## src/rtl/rgb2yuv_pkg.sv

```systemverilog
// Shared constants, types and helpers for the RGB to YUV420 converter.
package rgb2yuv_pkg;

    localparam int DEFAULT_MAX_WIDTH  = 4096;
    localparam int DEFAULT_MAX_HEIGHT = 4096;

    localparam int RESET_WIDTH  = 640;
    localparam int RESET_HEIGHT = 480;
    localparam int MIN_SIZE     = 2;

    localparam int CFG_DATA_W  = 13;
    localparam int CFG_INDEX_W = 1;
    localparam int PIX_W       = 8;
    localparam int LUMA_ADDR_W = 24;
    localparam int CHROMA_ADDR_W = 25;

    localparam logic [CFG_INDEX_W-1:0] CFG_FRAME_WIDTH  = 1'b0;
    localparam logic [CFG_INDEX_W-1:0] CFG_FRAME_HEIGHT = 1'b1;

    localparam int COEF_W    = 12;
    localparam int FRAC_BITS = 12;

    localparam logic [COEF_W-1:0] K_Y_R = 12'd1224;
    localparam logic [COEF_W-1:0] K_Y_G = 12'd2404;
    localparam logic [COEF_W-1:0] K_Y_B = 12'd469;
    localparam logic [COEF_W-1:0] K_U_R = 12'd692;
    localparam logic [COEF_W-1:0] K_U_G = 12'd1356;
    localparam logic [COEF_W-1:0] K_V_G = 12'd1731;
    localparam logic [COEF_W-1:0] K_V_B = 12'd334;

    localparam int CHROMA_OFFSET = 128;

    typedef struct packed {
        logic [CHROMA_ADDR_W-1:0] cb_base;
        logic [CHROMA_ADDR_W-1:0] cr_base;
    } plane_base_t;

    function automatic logic [PIX_W-1:0] fx_mul(input logic [PIX_W-1:0] x,
                                                input logic [COEF_W-1:0] k);
        logic [PIX_W+COEF_W-1:0] prod;
        prod = (PIX_W+COEF_W)'(x) * (PIX_W+COEF_W)'(k);
        return prod[PIX_W+COEF_W-1:FRAC_BITS];
    endfunction

endpackage

```

## src/rtl/rgb2yuv_cfg.sv

```systemverilog
// Frame size registers with clamping and chroma plane base addresses.
module rgb2yuv_cfg #(
    parameter int MAX_WIDTH  = rgb2yuv_pkg::DEFAULT_MAX_WIDTH,
    parameter int MAX_HEIGHT = rgb2yuv_pkg::DEFAULT_MAX_HEIGHT,
    parameter int WW = $clog2(MAX_WIDTH + 1),
    parameter int HW = $clog2(MAX_HEIGHT + 1)
) (
    input  logic                                  clk,
    input  logic                                  rst_n,
    input  logic                                  cfg_wr_en,
    input  logic [rgb2yuv_pkg::CFG_INDEX_W-1:0]   cfg_index,
    input  logic [rgb2yuv_pkg::CFG_DATA_W-1:0]    cfg_data,
    output logic [WW-1:0]                         width,
    output logic [HW-1:0]                         height,
    output rgb2yuv_pkg::plane_base_t              plane_base
);

    localparam int RST_W = (rgb2yuv_pkg::RESET_WIDTH > MAX_WIDTH) ? MAX_WIDTH
                                                                  : rgb2yuv_pkg::RESET_WIDTH;
    localparam int RST_H = (rgb2yuv_pkg::RESET_HEIGHT > MAX_HEIGHT) ? MAX_HEIGHT
                                                                    : rgb2yuv_pkg::RESET_HEIGHT;
    localparam int SZW = WW + HW;

    logic [WW-1:0] width_reg, width_next, width_clamp;
    logic [HW-1:0] height_reg, height_next, height_clamp;
    rgb2yuv_pkg::plane_base_t base_reg, base_next;
    logic [SZW-1:0] pixel_total;
    logic [SZW:0]   cr_offset;

    always_comb
    begin
        if (32'(cfg_data) < rgb2yuv_pkg::MIN_SIZE)
            width_clamp = WW'(rgb2yuv_pkg::MIN_SIZE);
        else if (32'(cfg_data) > MAX_WIDTH)
            width_clamp = WW'(MAX_WIDTH);
        else
            width_clamp = WW'(cfg_data);

        if (32'(cfg_data) < rgb2yuv_pkg::MIN_SIZE)
            height_clamp = HW'(rgb2yuv_pkg::MIN_SIZE);
        else if (32'(cfg_data) > MAX_HEIGHT)
            height_clamp = HW'(MAX_HEIGHT);
        else
            height_clamp = HW'(cfg_data);
    end

    always_comb
    begin
        width_next  = width_reg;
        height_next = height_reg;
        if (cfg_wr_en)
        begin
            case (cfg_index)
                rgb2yuv_pkg::CFG_FRAME_WIDTH:  width_next  = width_clamp;
                rgb2yuv_pkg::CFG_FRAME_HEIGHT: height_next = height_clamp;
                default: ;
            endcase
        end
    end

    // chroma planes sit at one and five quarters of the frame size
    always_comb
    begin
        pixel_total = SZW'(width_reg) * SZW'(height_reg);
        cr_offset   = (SZW+1)'(pixel_total) + (SZW+1)'(pixel_total >> 2);
        base_next.cb_base = rgb2yuv_pkg::CHROMA_ADDR_W'(pixel_total);
        base_next.cr_base = rgb2yuv_pkg::CHROMA_ADDR_W'(cr_offset);
    end

    always_ff @(posedge clk or negedge rst_n)
    begin
        if (!rst_n)
        begin
            width_reg  <= WW'(RST_W);
            height_reg <= HW'(RST_H);
        end
        else
        begin
            width_reg  <= width_next;
            height_reg <= height_next;
        end
    end

    always_ff @(posedge clk)
    begin
        base_reg <= base_next;
    end

    assign width      = width_reg;
    assign height     = height_reg;
    assign plane_base = base_reg;

endmodule

```

## src/rtl/rgb2yuv_scan.sv

```systemverilog
// Raster position counters: column, row and linear pixel index.
module rgb2yuv_scan #(
    parameter int MAX_WIDTH  = rgb2yuv_pkg::DEFAULT_MAX_WIDTH,
    parameter int MAX_HEIGHT = rgb2yuv_pkg::DEFAULT_MAX_HEIGHT,
    parameter int WW = $clog2(MAX_WIDTH + 1),
    parameter int HW = $clog2(MAX_HEIGHT + 1),
    parameter int CW = (MAX_WIDTH > 1) ? $clog2(MAX_WIDTH) : 1,
    parameter int RW = (MAX_HEIGHT > 1) ? $clog2(MAX_HEIGHT) : 1
) (
    input  logic                                  clk,
    input  logic                                  rst_n,
    input  logic                                  advance,
    input  logic [WW-1:0]                         width,
    input  logic [HW-1:0]                         height,
    output logic [CW-1:0]                         column,
    output logic [RW-1:0]                         row,
    output logic [rgb2yuv_pkg::LUMA_ADDR_W-1:0]   pixel_index,
    output logic                                  chroma_site,
    output logic                                  frame_end
);

    logic [CW-1:0] col_reg, col_next;
    logic [RW-1:0] row_reg, row_next;
    logic [rgb2yuv_pkg::LUMA_ADDR_W-1:0] pix_reg, pix_next;
    logic line_end;

    always_comb
    begin
        line_end    = WW'(col_reg) >= (width - WW'(1));
        frame_end   = line_end && (HW'(row_reg) >= (height - HW'(1)));
        chroma_site = col_reg[0] && row_reg[0];

        col_next = col_reg;
        row_next = row_reg;
        pix_next = pix_reg;
        if (advance)
        begin
            if (frame_end)
            begin
                col_next = '0;
                row_next = '0;
                pix_next = '0;
            end
            else
            begin
                if (line_end)
                begin
                    col_next = '0;
                    row_next = row_reg + RW'(1);
                end
                else
                begin
                    col_next = col_reg + CW'(1);
                end
                pix_next = pix_reg + rgb2yuv_pkg::LUMA_ADDR_W'(1);
            end
        end
    end

    always_ff @(posedge clk or negedge rst_n)
    begin
        if (!rst_n)
        begin
            col_reg <= '0;
            row_reg <= '0;
            pix_reg <= '0;
        end
        else
        begin
            col_reg <= col_next;
            row_reg <= row_next;
            pix_reg <= pix_next;
        end
    end

    assign column      = col_reg;
    assign row         = row_reg;
    assign pixel_index = pix_reg;

endmodule

```

## src/rtl/rgb2yuv_calc.sv

```systemverilog
// Color conversion and chroma plane address arithmetic for one pixel.
module rgb2yuv_calc #(
    parameter int MAX_WIDTH  = rgb2yuv_pkg::DEFAULT_MAX_WIDTH,
    parameter int MAX_HEIGHT = rgb2yuv_pkg::DEFAULT_MAX_HEIGHT,
    parameter int WW = $clog2(MAX_WIDTH + 1),
    parameter int CW = (MAX_WIDTH > 1) ? $clog2(MAX_WIDTH) : 1,
    parameter int RW = (MAX_HEIGHT > 1) ? $clog2(MAX_HEIGHT) : 1
) (
    input  logic [rgb2yuv_pkg::PIX_W-1:0]         red,
    input  logic [rgb2yuv_pkg::PIX_W-1:0]         green,
    input  logic [rgb2yuv_pkg::PIX_W-1:0]         blue,
    input  logic [CW-1:0]                         column,
    input  logic [RW-1:0]                         row,
    input  logic                                  chroma_site,
    input  logic [WW-1:0]                         width,
    input  rgb2yuv_pkg::plane_base_t              plane_base,
    output logic [rgb2yuv_pkg::PIX_W-1:0]         luma,
    output logic [rgb2yuv_pkg::PIX_W-1:0]         cb_value,
    output logic [rgb2yuv_pkg::CHROMA_ADDR_W-1:0] cb_addr,
    output logic [rgb2yuv_pkg::PIX_W-1:0]         cr_value,
    output logic [rgb2yuv_pkg::CHROMA_ADDR_W-1:0] cr_addr
);

    localparam int PW  = rgb2yuv_pkg::PIX_W;
    localparam int SW  = PW + 2;
    localparam int OW  = WW + RW + 1;
    localparam int AW  = rgb2yuv_pkg::CHROMA_ADDR_W;

    logic [SW-1:0] y_sum, u_sum, v_sum;
    logic [OW-1:0] sub_offset;

    always_comb
    begin
        y_sum = SW'(rgb2yuv_pkg::fx_mul(red,   rgb2yuv_pkg::K_Y_R))
              + SW'(rgb2yuv_pkg::fx_mul(green, rgb2yuv_pkg::K_Y_G))
              + SW'(rgb2yuv_pkg::fx_mul(blue,  rgb2yuv_pkg::K_Y_B));

        u_sum = SW'(blue >> 1) + SW'(rgb2yuv_pkg::CHROMA_OFFSET)
              - SW'(rgb2yuv_pkg::fx_mul(red,   rgb2yuv_pkg::K_U_R))
              - SW'(rgb2yuv_pkg::fx_mul(green, rgb2yuv_pkg::K_U_G));

        v_sum = SW'(red >> 1) + SW'(rgb2yuv_pkg::CHROMA_OFFSET)
              - SW'(rgb2yuv_pkg::fx_mul(green, rgb2yuv_pkg::K_V_G))
              - SW'(rgb2yuv_pkg::fx_mul(blue,  rgb2yuv_pkg::K_V_B));

        sub_offset = OW'(width >> 1) * OW'(row >> 1) + OW'(column >> 1);

        luma = y_sum[PW-1:0];
        if (chroma_site)
        begin
            cb_value = u_sum[PW-1:0];
            cr_value = v_sum[PW-1:0];
            cb_addr  = plane_base.cb_base + AW'(sub_offset);
            cr_addr  = plane_base.cr_base + AW'(sub_offset);
        end
        else
        begin
            cb_value = '0;
            cr_value = '0;
            cb_addr  = '0;
            cr_addr  = '0;
        end
    end

endmodule

```

## src/rtl/rgb_to_yuv420_converter_core.sv

```systemverilog
// Top level of the RGB to planar YUV420 converter.
// Takes one RGB pixel per cycle in raster order while in_ready is high and returns one word
// per pixel: its luma, the luma address, and at odd columns of odd rows the decimated U and
// V with their plane addresses; frame_last marks the last pixel of a frame. Throughput is
// one pixel per clock unless out_ready stalls; each pixel passes the input register (with
// its raster position) and the result register. Frame size writes clamp to 2..MAX_WIDTH
// and 2..MAX_HEIGHT and take effect for pixels accepted in the cycle after the write.
module rgb_to_yuv420_converter_core #(
    parameter int MAX_WIDTH  = rgb2yuv_pkg::DEFAULT_MAX_WIDTH,
    parameter int MAX_HEIGHT = rgb2yuv_pkg::DEFAULT_MAX_HEIGHT
) (
    input  logic                                  clk,
    input  logic                                  rst_n,
    input  logic                                  cfg_wr_en,
    input  logic [rgb2yuv_pkg::CFG_INDEX_W-1:0]   cfg_index,
    input  logic [rgb2yuv_pkg::CFG_DATA_W-1:0]    cfg_data,
    input  logic                                  in_valid,
    output logic                                  in_ready,
    input  logic [rgb2yuv_pkg::PIX_W-1:0]         red,
    input  logic [rgb2yuv_pkg::PIX_W-1:0]         green,
    input  logic [rgb2yuv_pkg::PIX_W-1:0]         blue,
    output logic                                  out_valid,
    input  logic                                  out_ready,
    output logic [rgb2yuv_pkg::PIX_W-1:0]         luma,
    output logic [rgb2yuv_pkg::LUMA_ADDR_W-1:0]   luma_addr,
    output logic                                  chroma_valid,
    output logic [rgb2yuv_pkg::PIX_W-1:0]         cb_value,
    output logic [rgb2yuv_pkg::CHROMA_ADDR_W-1:0] cb_addr,
    output logic [rgb2yuv_pkg::PIX_W-1:0]         cr_value,
    output logic [rgb2yuv_pkg::CHROMA_ADDR_W-1:0] cr_addr,
    output logic                                  frame_last
);

    localparam int WW = $clog2(MAX_WIDTH + 1);
    localparam int HW = $clog2(MAX_HEIGHT + 1);
    localparam int CW = (MAX_WIDTH > 1) ? $clog2(MAX_WIDTH) : 1;
    localparam int RW = (MAX_HEIGHT > 1) ? $clog2(MAX_HEIGHT) : 1;
    localparam int PW = rgb2yuv_pkg::PIX_W;
    localparam int LW = rgb2yuv_pkg::LUMA_ADDR_W;
    localparam int AW = rgb2yuv_pkg::CHROMA_ADDR_W;

    logic [WW-1:0] width;
    logic [HW-1:0] height;
    rgb2yuv_pkg::plane_base_t plane_base;

    logic          accept;
    logic          res_ready;
    logic [CW-1:0] cur_col;
    logic [RW-1:0] cur_row;
    logic [LW-1:0] cur_pix;
    logic          cur_site;
    logic          cur_end;

    // input stage
    logic          s1_valid_reg, s1_valid_next;
    logic [PW-1:0] s1_red_reg, s1_green_reg, s1_blue_reg;
    logic [CW-1:0] s1_col_reg;
    logic [RW-1:0] s1_row_reg;
    logic [LW-1:0] s1_pix_reg;
    logic          s1_site_reg;
    logic          s1_end_reg;

    // result stage
    logic          out_valid_reg, out_valid_next;
    logic [PW-1:0] luma_reg, luma_next;
    logic [LW-1:0] luma_addr_reg;
    logic          chroma_valid_reg;
    logic [PW-1:0] cb_value_reg, cb_value_next;
    logic [AW-1:0] cb_addr_reg, cb_addr_next;
    logic [PW-1:0] cr_value_reg, cr_value_next;
    logic [AW-1:0] cr_addr_reg, cr_addr_next;
    logic          frame_last_reg;

    rgb2yuv_cfg #(
        .MAX_WIDTH  (MAX_WIDTH),
        .MAX_HEIGHT (MAX_HEIGHT),
        .WW         (WW),
        .HW         (HW)
    ) u_cfg (
        .clk        (clk),
        .rst_n      (rst_n),
        .cfg_wr_en  (cfg_wr_en),
        .cfg_index  (cfg_index),
        .cfg_data   (cfg_data),
        .width      (width),
        .height     (height),
        .plane_base (plane_base)
    );

    rgb2yuv_scan #(
        .MAX_WIDTH   (MAX_WIDTH),
        .MAX_HEIGHT  (MAX_HEIGHT),
        .WW          (WW),
        .HW          (HW),
        .CW          (CW),
        .RW          (RW)
    ) u_scan (
        .clk         (clk),
        .rst_n       (rst_n),
        .advance     (accept),
        .width       (width),
        .height      (height),
        .column      (cur_col),
        .row         (cur_row),
        .pixel_index (cur_pix),
        .chroma_site (cur_site),
        .frame_end   (cur_end)
    );

    rgb2yuv_calc #(
        .MAX_WIDTH   (MAX_WIDTH),
        .MAX_HEIGHT  (MAX_HEIGHT),
        .WW          (WW),
        .CW          (CW),
        .RW          (RW)
    ) u_calc (
        .red         (s1_red_reg),
        .green       (s1_green_reg),
        .blue        (s1_blue_reg),
        .column      (s1_col_reg),
        .row         (s1_row_reg),
        .chroma_site (s1_site_reg),
        .width       (width),
        .plane_base  (plane_base),
        .luma        (luma_next),
        .cb_value    (cb_value_next),
        .cb_addr     (cb_addr_next),
        .cr_value    (cr_value_next),
        .cr_addr     (cr_addr_next)
    );

    assign res_ready = !out_valid_reg || out_ready;
    assign in_ready  = !s1_valid_reg || res_ready;
    assign accept    = in_valid && in_ready;

    always_comb
    begin
        s1_valid_next  = s1_valid_reg;
        out_valid_next = out_valid_reg;
        if (in_ready)
            s1_valid_next = in_valid;
        if (res_ready)
            out_valid_next = s1_valid_reg;
    end

    always_ff @(posedge clk or negedge rst_n)
    begin
        if (!rst_n)
        begin
            s1_valid_reg  <= 1'b0;
            out_valid_reg <= 1'b0;
        end
        else
        begin
            s1_valid_reg  <= s1_valid_next;
            out_valid_reg <= out_valid_next;
        end
    end

    // capture the pixel with its raster position
    always_ff @(posedge clk)
    begin
        if (accept)
        begin
            s1_red_reg   <= red;
            s1_green_reg <= green;
            s1_blue_reg  <= blue;
            s1_col_reg   <= cur_col;
            s1_row_reg   <= cur_row;
            s1_pix_reg   <= cur_pix;
            s1_site_reg  <= cur_site;
            s1_end_reg   <= cur_end;
        end
    end

    // advance the result word when the output side can take it
    always_ff @(posedge clk)
    begin
        if (res_ready && s1_valid_reg)
        begin
            luma_reg         <= luma_next;
            luma_addr_reg    <= s1_pix_reg;
            chroma_valid_reg <= s1_site_reg;
            cb_value_reg     <= cb_value_next;
            cb_addr_reg      <= cb_addr_next;
            cr_value_reg     <= cr_value_next;
            cr_addr_reg      <= cr_addr_next;
            frame_last_reg   <= s1_end_reg;
        end
    end

    assign out_valid    = out_valid_reg;
    assign luma         = luma_reg;
    assign luma_addr    = luma_addr_reg;
    assign chroma_valid = chroma_valid_reg;
    assign cb_value     = cb_value_reg;
    assign cb_addr      = cb_addr_reg;
    assign cr_value     = cr_value_reg;
    assign cr_addr      = cr_addr_reg;
    assign frame_last   = frame_last_reg;

endmodule

```

## config.mk

```make
export PLATFORM = sky130hd
export DESIGN_NAME = rgb_to_yuv420_converter_core
export DESIGN_NICKNAME = d
export VERILOG_FILES = /design/src/rtl/rgb2yuv_pkg.sv /design/src/rtl/rgb2yuv_cfg.sv /design/src/rtl/rgb2yuv_scan.sv /design/src/rtl/rgb2yuv_calc.sv /design/src/rtl/rgb_to_yuv420_converter_core.sv
export SDC_FILE = /design/constraint.sdc
export NUM_CORES = 2
export LEC_CHECK = 0
export ABC_CLOCK_PERIOD_IN_PS = 7960
export BUFFER_PORTS_ARGS = -buffer_cell sky130_fd_sc_hd__buf_2
export CAP_MARGIN = 20
export CORE_ASPECT_RATIO = 1.2
export CORE_MARGIN = 2
export CORE_UTILIZATION = 58
export DETAILED_ROUTE_END_ITERATION = 8
export GPL_TIMING_DRIVEN = 0
export PLACE_DENSITY_LB_ADDON = 0.08
export SLEW_MARGIN = 20
export SYNTH_ARGS = -nofsm -noshare
export SYNTH_HDL_FRONTEND = slang
export SYNTH_SLANG_ARGS = --single-unit
```

## constraint.sdc

```tcl
create_clock -name clk -period 7.96 [get_ports clk]
set_input_delay 0 -clock clk [delete_from_list [all_inputs] [get_ports clk]]
set_output_delay 0 -clock clk [all_outputs]
set_load 0.02 [all_outputs]
```

==> impl_metrics.toml <==
[critical_path]
worstPathMaxFanout = 6
rr_endpoint = "cb_addr[24]$_SDFFCE_PN0P_"
ff2ff_path_depth = 27
worstPathArrival_ns = 7.99
start_kind = "flip-flop"
end_kind = "flip-flop"
cp.buffers_inverters = 5
slowest_delay_ns = 0.55
cp.required_ns = 8.21
reg2reg_from = "u_cfg.width[4]$_DFFE_PN0P_"
cp.depth = 27
cpLargestDelayFamily = "adder cells"
cp_common_cell = "fa_1"
reg2reg_slack_ns = 0.22
critPathSlowestCell = "fa_1"
crit_type = "flip-flop to flip-flop"

[cts]
cts_tree = "done"
clk_pin_slew_worst_paths_ns = 0.06
cts.htree.levels = 2
clock-sinks = 298
clkLatencyLatePin_ns = 0.57
cts_buffers = 35
cts-root-buf = "clkbuf_16"
cts.path.max_buffers = 3

[global_routing]
grt-ovfl-total = 0
antenna_found_initial = 0
grt_pass1_vias = 25281
grt_pass1_wl_um = 129000
grtUsageTotal_pct = 27.7
grt_max_degree = 49

[synthesis]
yosys.area_share.xor_xnor_pct = 5.72
synth_nets = 4271
syn_avg_cell_area_um2 = 9.71
synth_adder_area_share_pct = 39.7
synthDistinctLibCells = 79
synth-seq-area-share_pct = 24.6
ys_warn_count = 0
yosysTopAreaCell = "ha_1"
netlist_top_cells_count = "inv_1, ha_1, fa_1, nand2_1, nor2_1"
netlist.area_leader.share_pct = 20.5
async_reset_ff_share_pct = 25.5
synth-simple-area-share_pct = 13.1
synthesis.area_um2 = 32800
synth_seq_cells = 298
synth.area.top_cells = "ha_1, fa_1, edfxtp_1, inv_1, dfrtp_1"
muxShareOfSynthArea_pct = 0.130
synth_edf_count = 172
synth_top_family_by_area = "adder cells"
syn_inst = 3376
synth.most_common_cell = "inv_1"
ys.flop_type = "edfxtp_1"
synth_compound_area_share_pct = 9.31

[placed_design]
dp_slack_ns = -1.47
port_buffers = 144
dp.final_hpwl_um = 65300
gp_congestion = 0.932

[cells_and_area]
fillers = 4498
largest_reg_flops = 50
area_delta_synth_final_pct = 12.6
final_nets = 4522
drive_gt1_share_pct = 10.8
antenna_cells = 0
final_util_pct = 66.0

[timing]
min_period_ns = 7.74
finalMaxSlewViolations = 0
max_freq_mhz = 129
slew_headroom_pct = 30.2
worst_slack_ns = 0.222
worstMarginPinSlew_ns = 1.05
setup_viol = 0
fin_hold_ws_ns = -0.00854
min_period_over_period_pct = 97.2
clock_skew_ns = 0.0253
hold_violations = 8

[die]
io_pins = 145
die_w_um = 221
die_area_um2 = 58500
die_y_um = 264
initial_core_util_pct = 58.6
rows = 95
core_um2 = 56000

[power_and_ir_drop]
powerDensity_nw_per_um2 = 375
max-vdd-ir-drop_mv = 0.519
report.power.total_uw = 13800
leakage_uw = 0.0184

[route]
via_per_inst = 5.57
drt-initial-drc-count = 1253
wl_per_cell_um = 18.5
drc = 0
wl_um = 81000
drtPass1Iterations = 6
ant_nets = 0
dr_total_vias = 24422

[run_status]
violations = "hold timing"
status = "finished with violations"

[worst_hold_path]
hp-class = "input pin to async pin"

[job]
max-cap-violations = 0
## through the flow
stage,std cells,cell area (µm²),setup TNS [ns]
2_1_floorplan,3376,32800,0
3_3_place_gp,4247,34400,-19.40
3_5_place_dp,4251,34500,-20.74
4_1_cts,4371,36500,0
5_1_grt,4381,36900,-0.353
6_report,4381,36900,0
## cell usage in the layout (no fill, tap or decap), types with 110 or more instances in the layout
cell      count
and2_1      159
fa_1        314
nor2_1      207
nand2_1     270
a21oi_1     111
edfxtp_1    172
inv_1       559
xnor2_1     127
ha_1        531
buf_2       151
o21ai_0     110
## layer usage
| metal | up-vias | track usage [%] | share of wire (%) |
|---|---|---|---|
| met2 | 550 | 51.2 | 52 |
| met1 | 12032 | 32.7 | 40 |
| met3 | 187 | 2.78 | 3.4 |
| li1 | 11653 | - | - |
| met4 | 0 | 11.9 | 4.8 |
| met5 | - | 0 | 0 |
## how the worst max path moves through the flow
stage	startpoint	to
3_5_place_dp	u_cfg.width[2]$_DFFE_PN0P_	cb_addr[21]$_SDFFCE_PN0P_
5_1_grt	u_cfg.width[4]$_DFFE_PN0P_	cb_addr[24]$_SDFFCE_PN0P_
3_3_place_gp	u_cfg.width[2]$_DFFE_PN0P_	cb_addr[21]$_SDFFCE_PN0P_
2_1_floorplan	u_cfg.width[5]$_DFFE_PN0P_	cb_addr[21]$_SDFFCE_PN0P_
4_1_cts	u_cfg.width[11]$_DFFE_PN0P_	cr_addr[24]$_SDFFCE_PN0P_
6_report	u_cfg.width[4]$_DFFE_PN0P_	cb_addr[24]$_SDFFCE_PN0P_
## cells by family after synthesis
kind of cell             after synthesis
buffers and inverters                648
multiplexers                           4
adder cells (fa/ha/maj)              852
flip-flops                           298
XOR/XNOR                             214
AND/OR/NAND/NOR                      888
AO/OA/AOI/OAI                        472
## power breakdown
group / total [µW] / switching, µW / internal [µW]
clock: 1710 / 699 / 1010
combinational: 9650 / 5670 / 3970
sequential: 2490 / 224 / 2270
## area by class of cell
cell class              instances  area [µm²]  share of cell area [%]
multi-input cells            2430       22600                    61.2
well taps                     727         910                    2.46
clock buffers                  41         918                    2.49
plain buffers                  70         415                    1.12
clock inverters                23         312                   0.843
inverters                     560        2100                    5.69
flip-flops and latches        298        8090                    21.9
repair buffers                232        1580                    4.27
## repair_timing
action | in CTS | in global routing
hold endpoints to repair | 125 | 0
hold buffers | 51 | 0
setup endpoints to repair | 31 | 21
buffers inserted | 15 | 18
resized for setup | 76 | 107
cloned | 0 | 0
pin swaps | 3 | 20
Note: power is estimated with default switching activity, not from simulation.
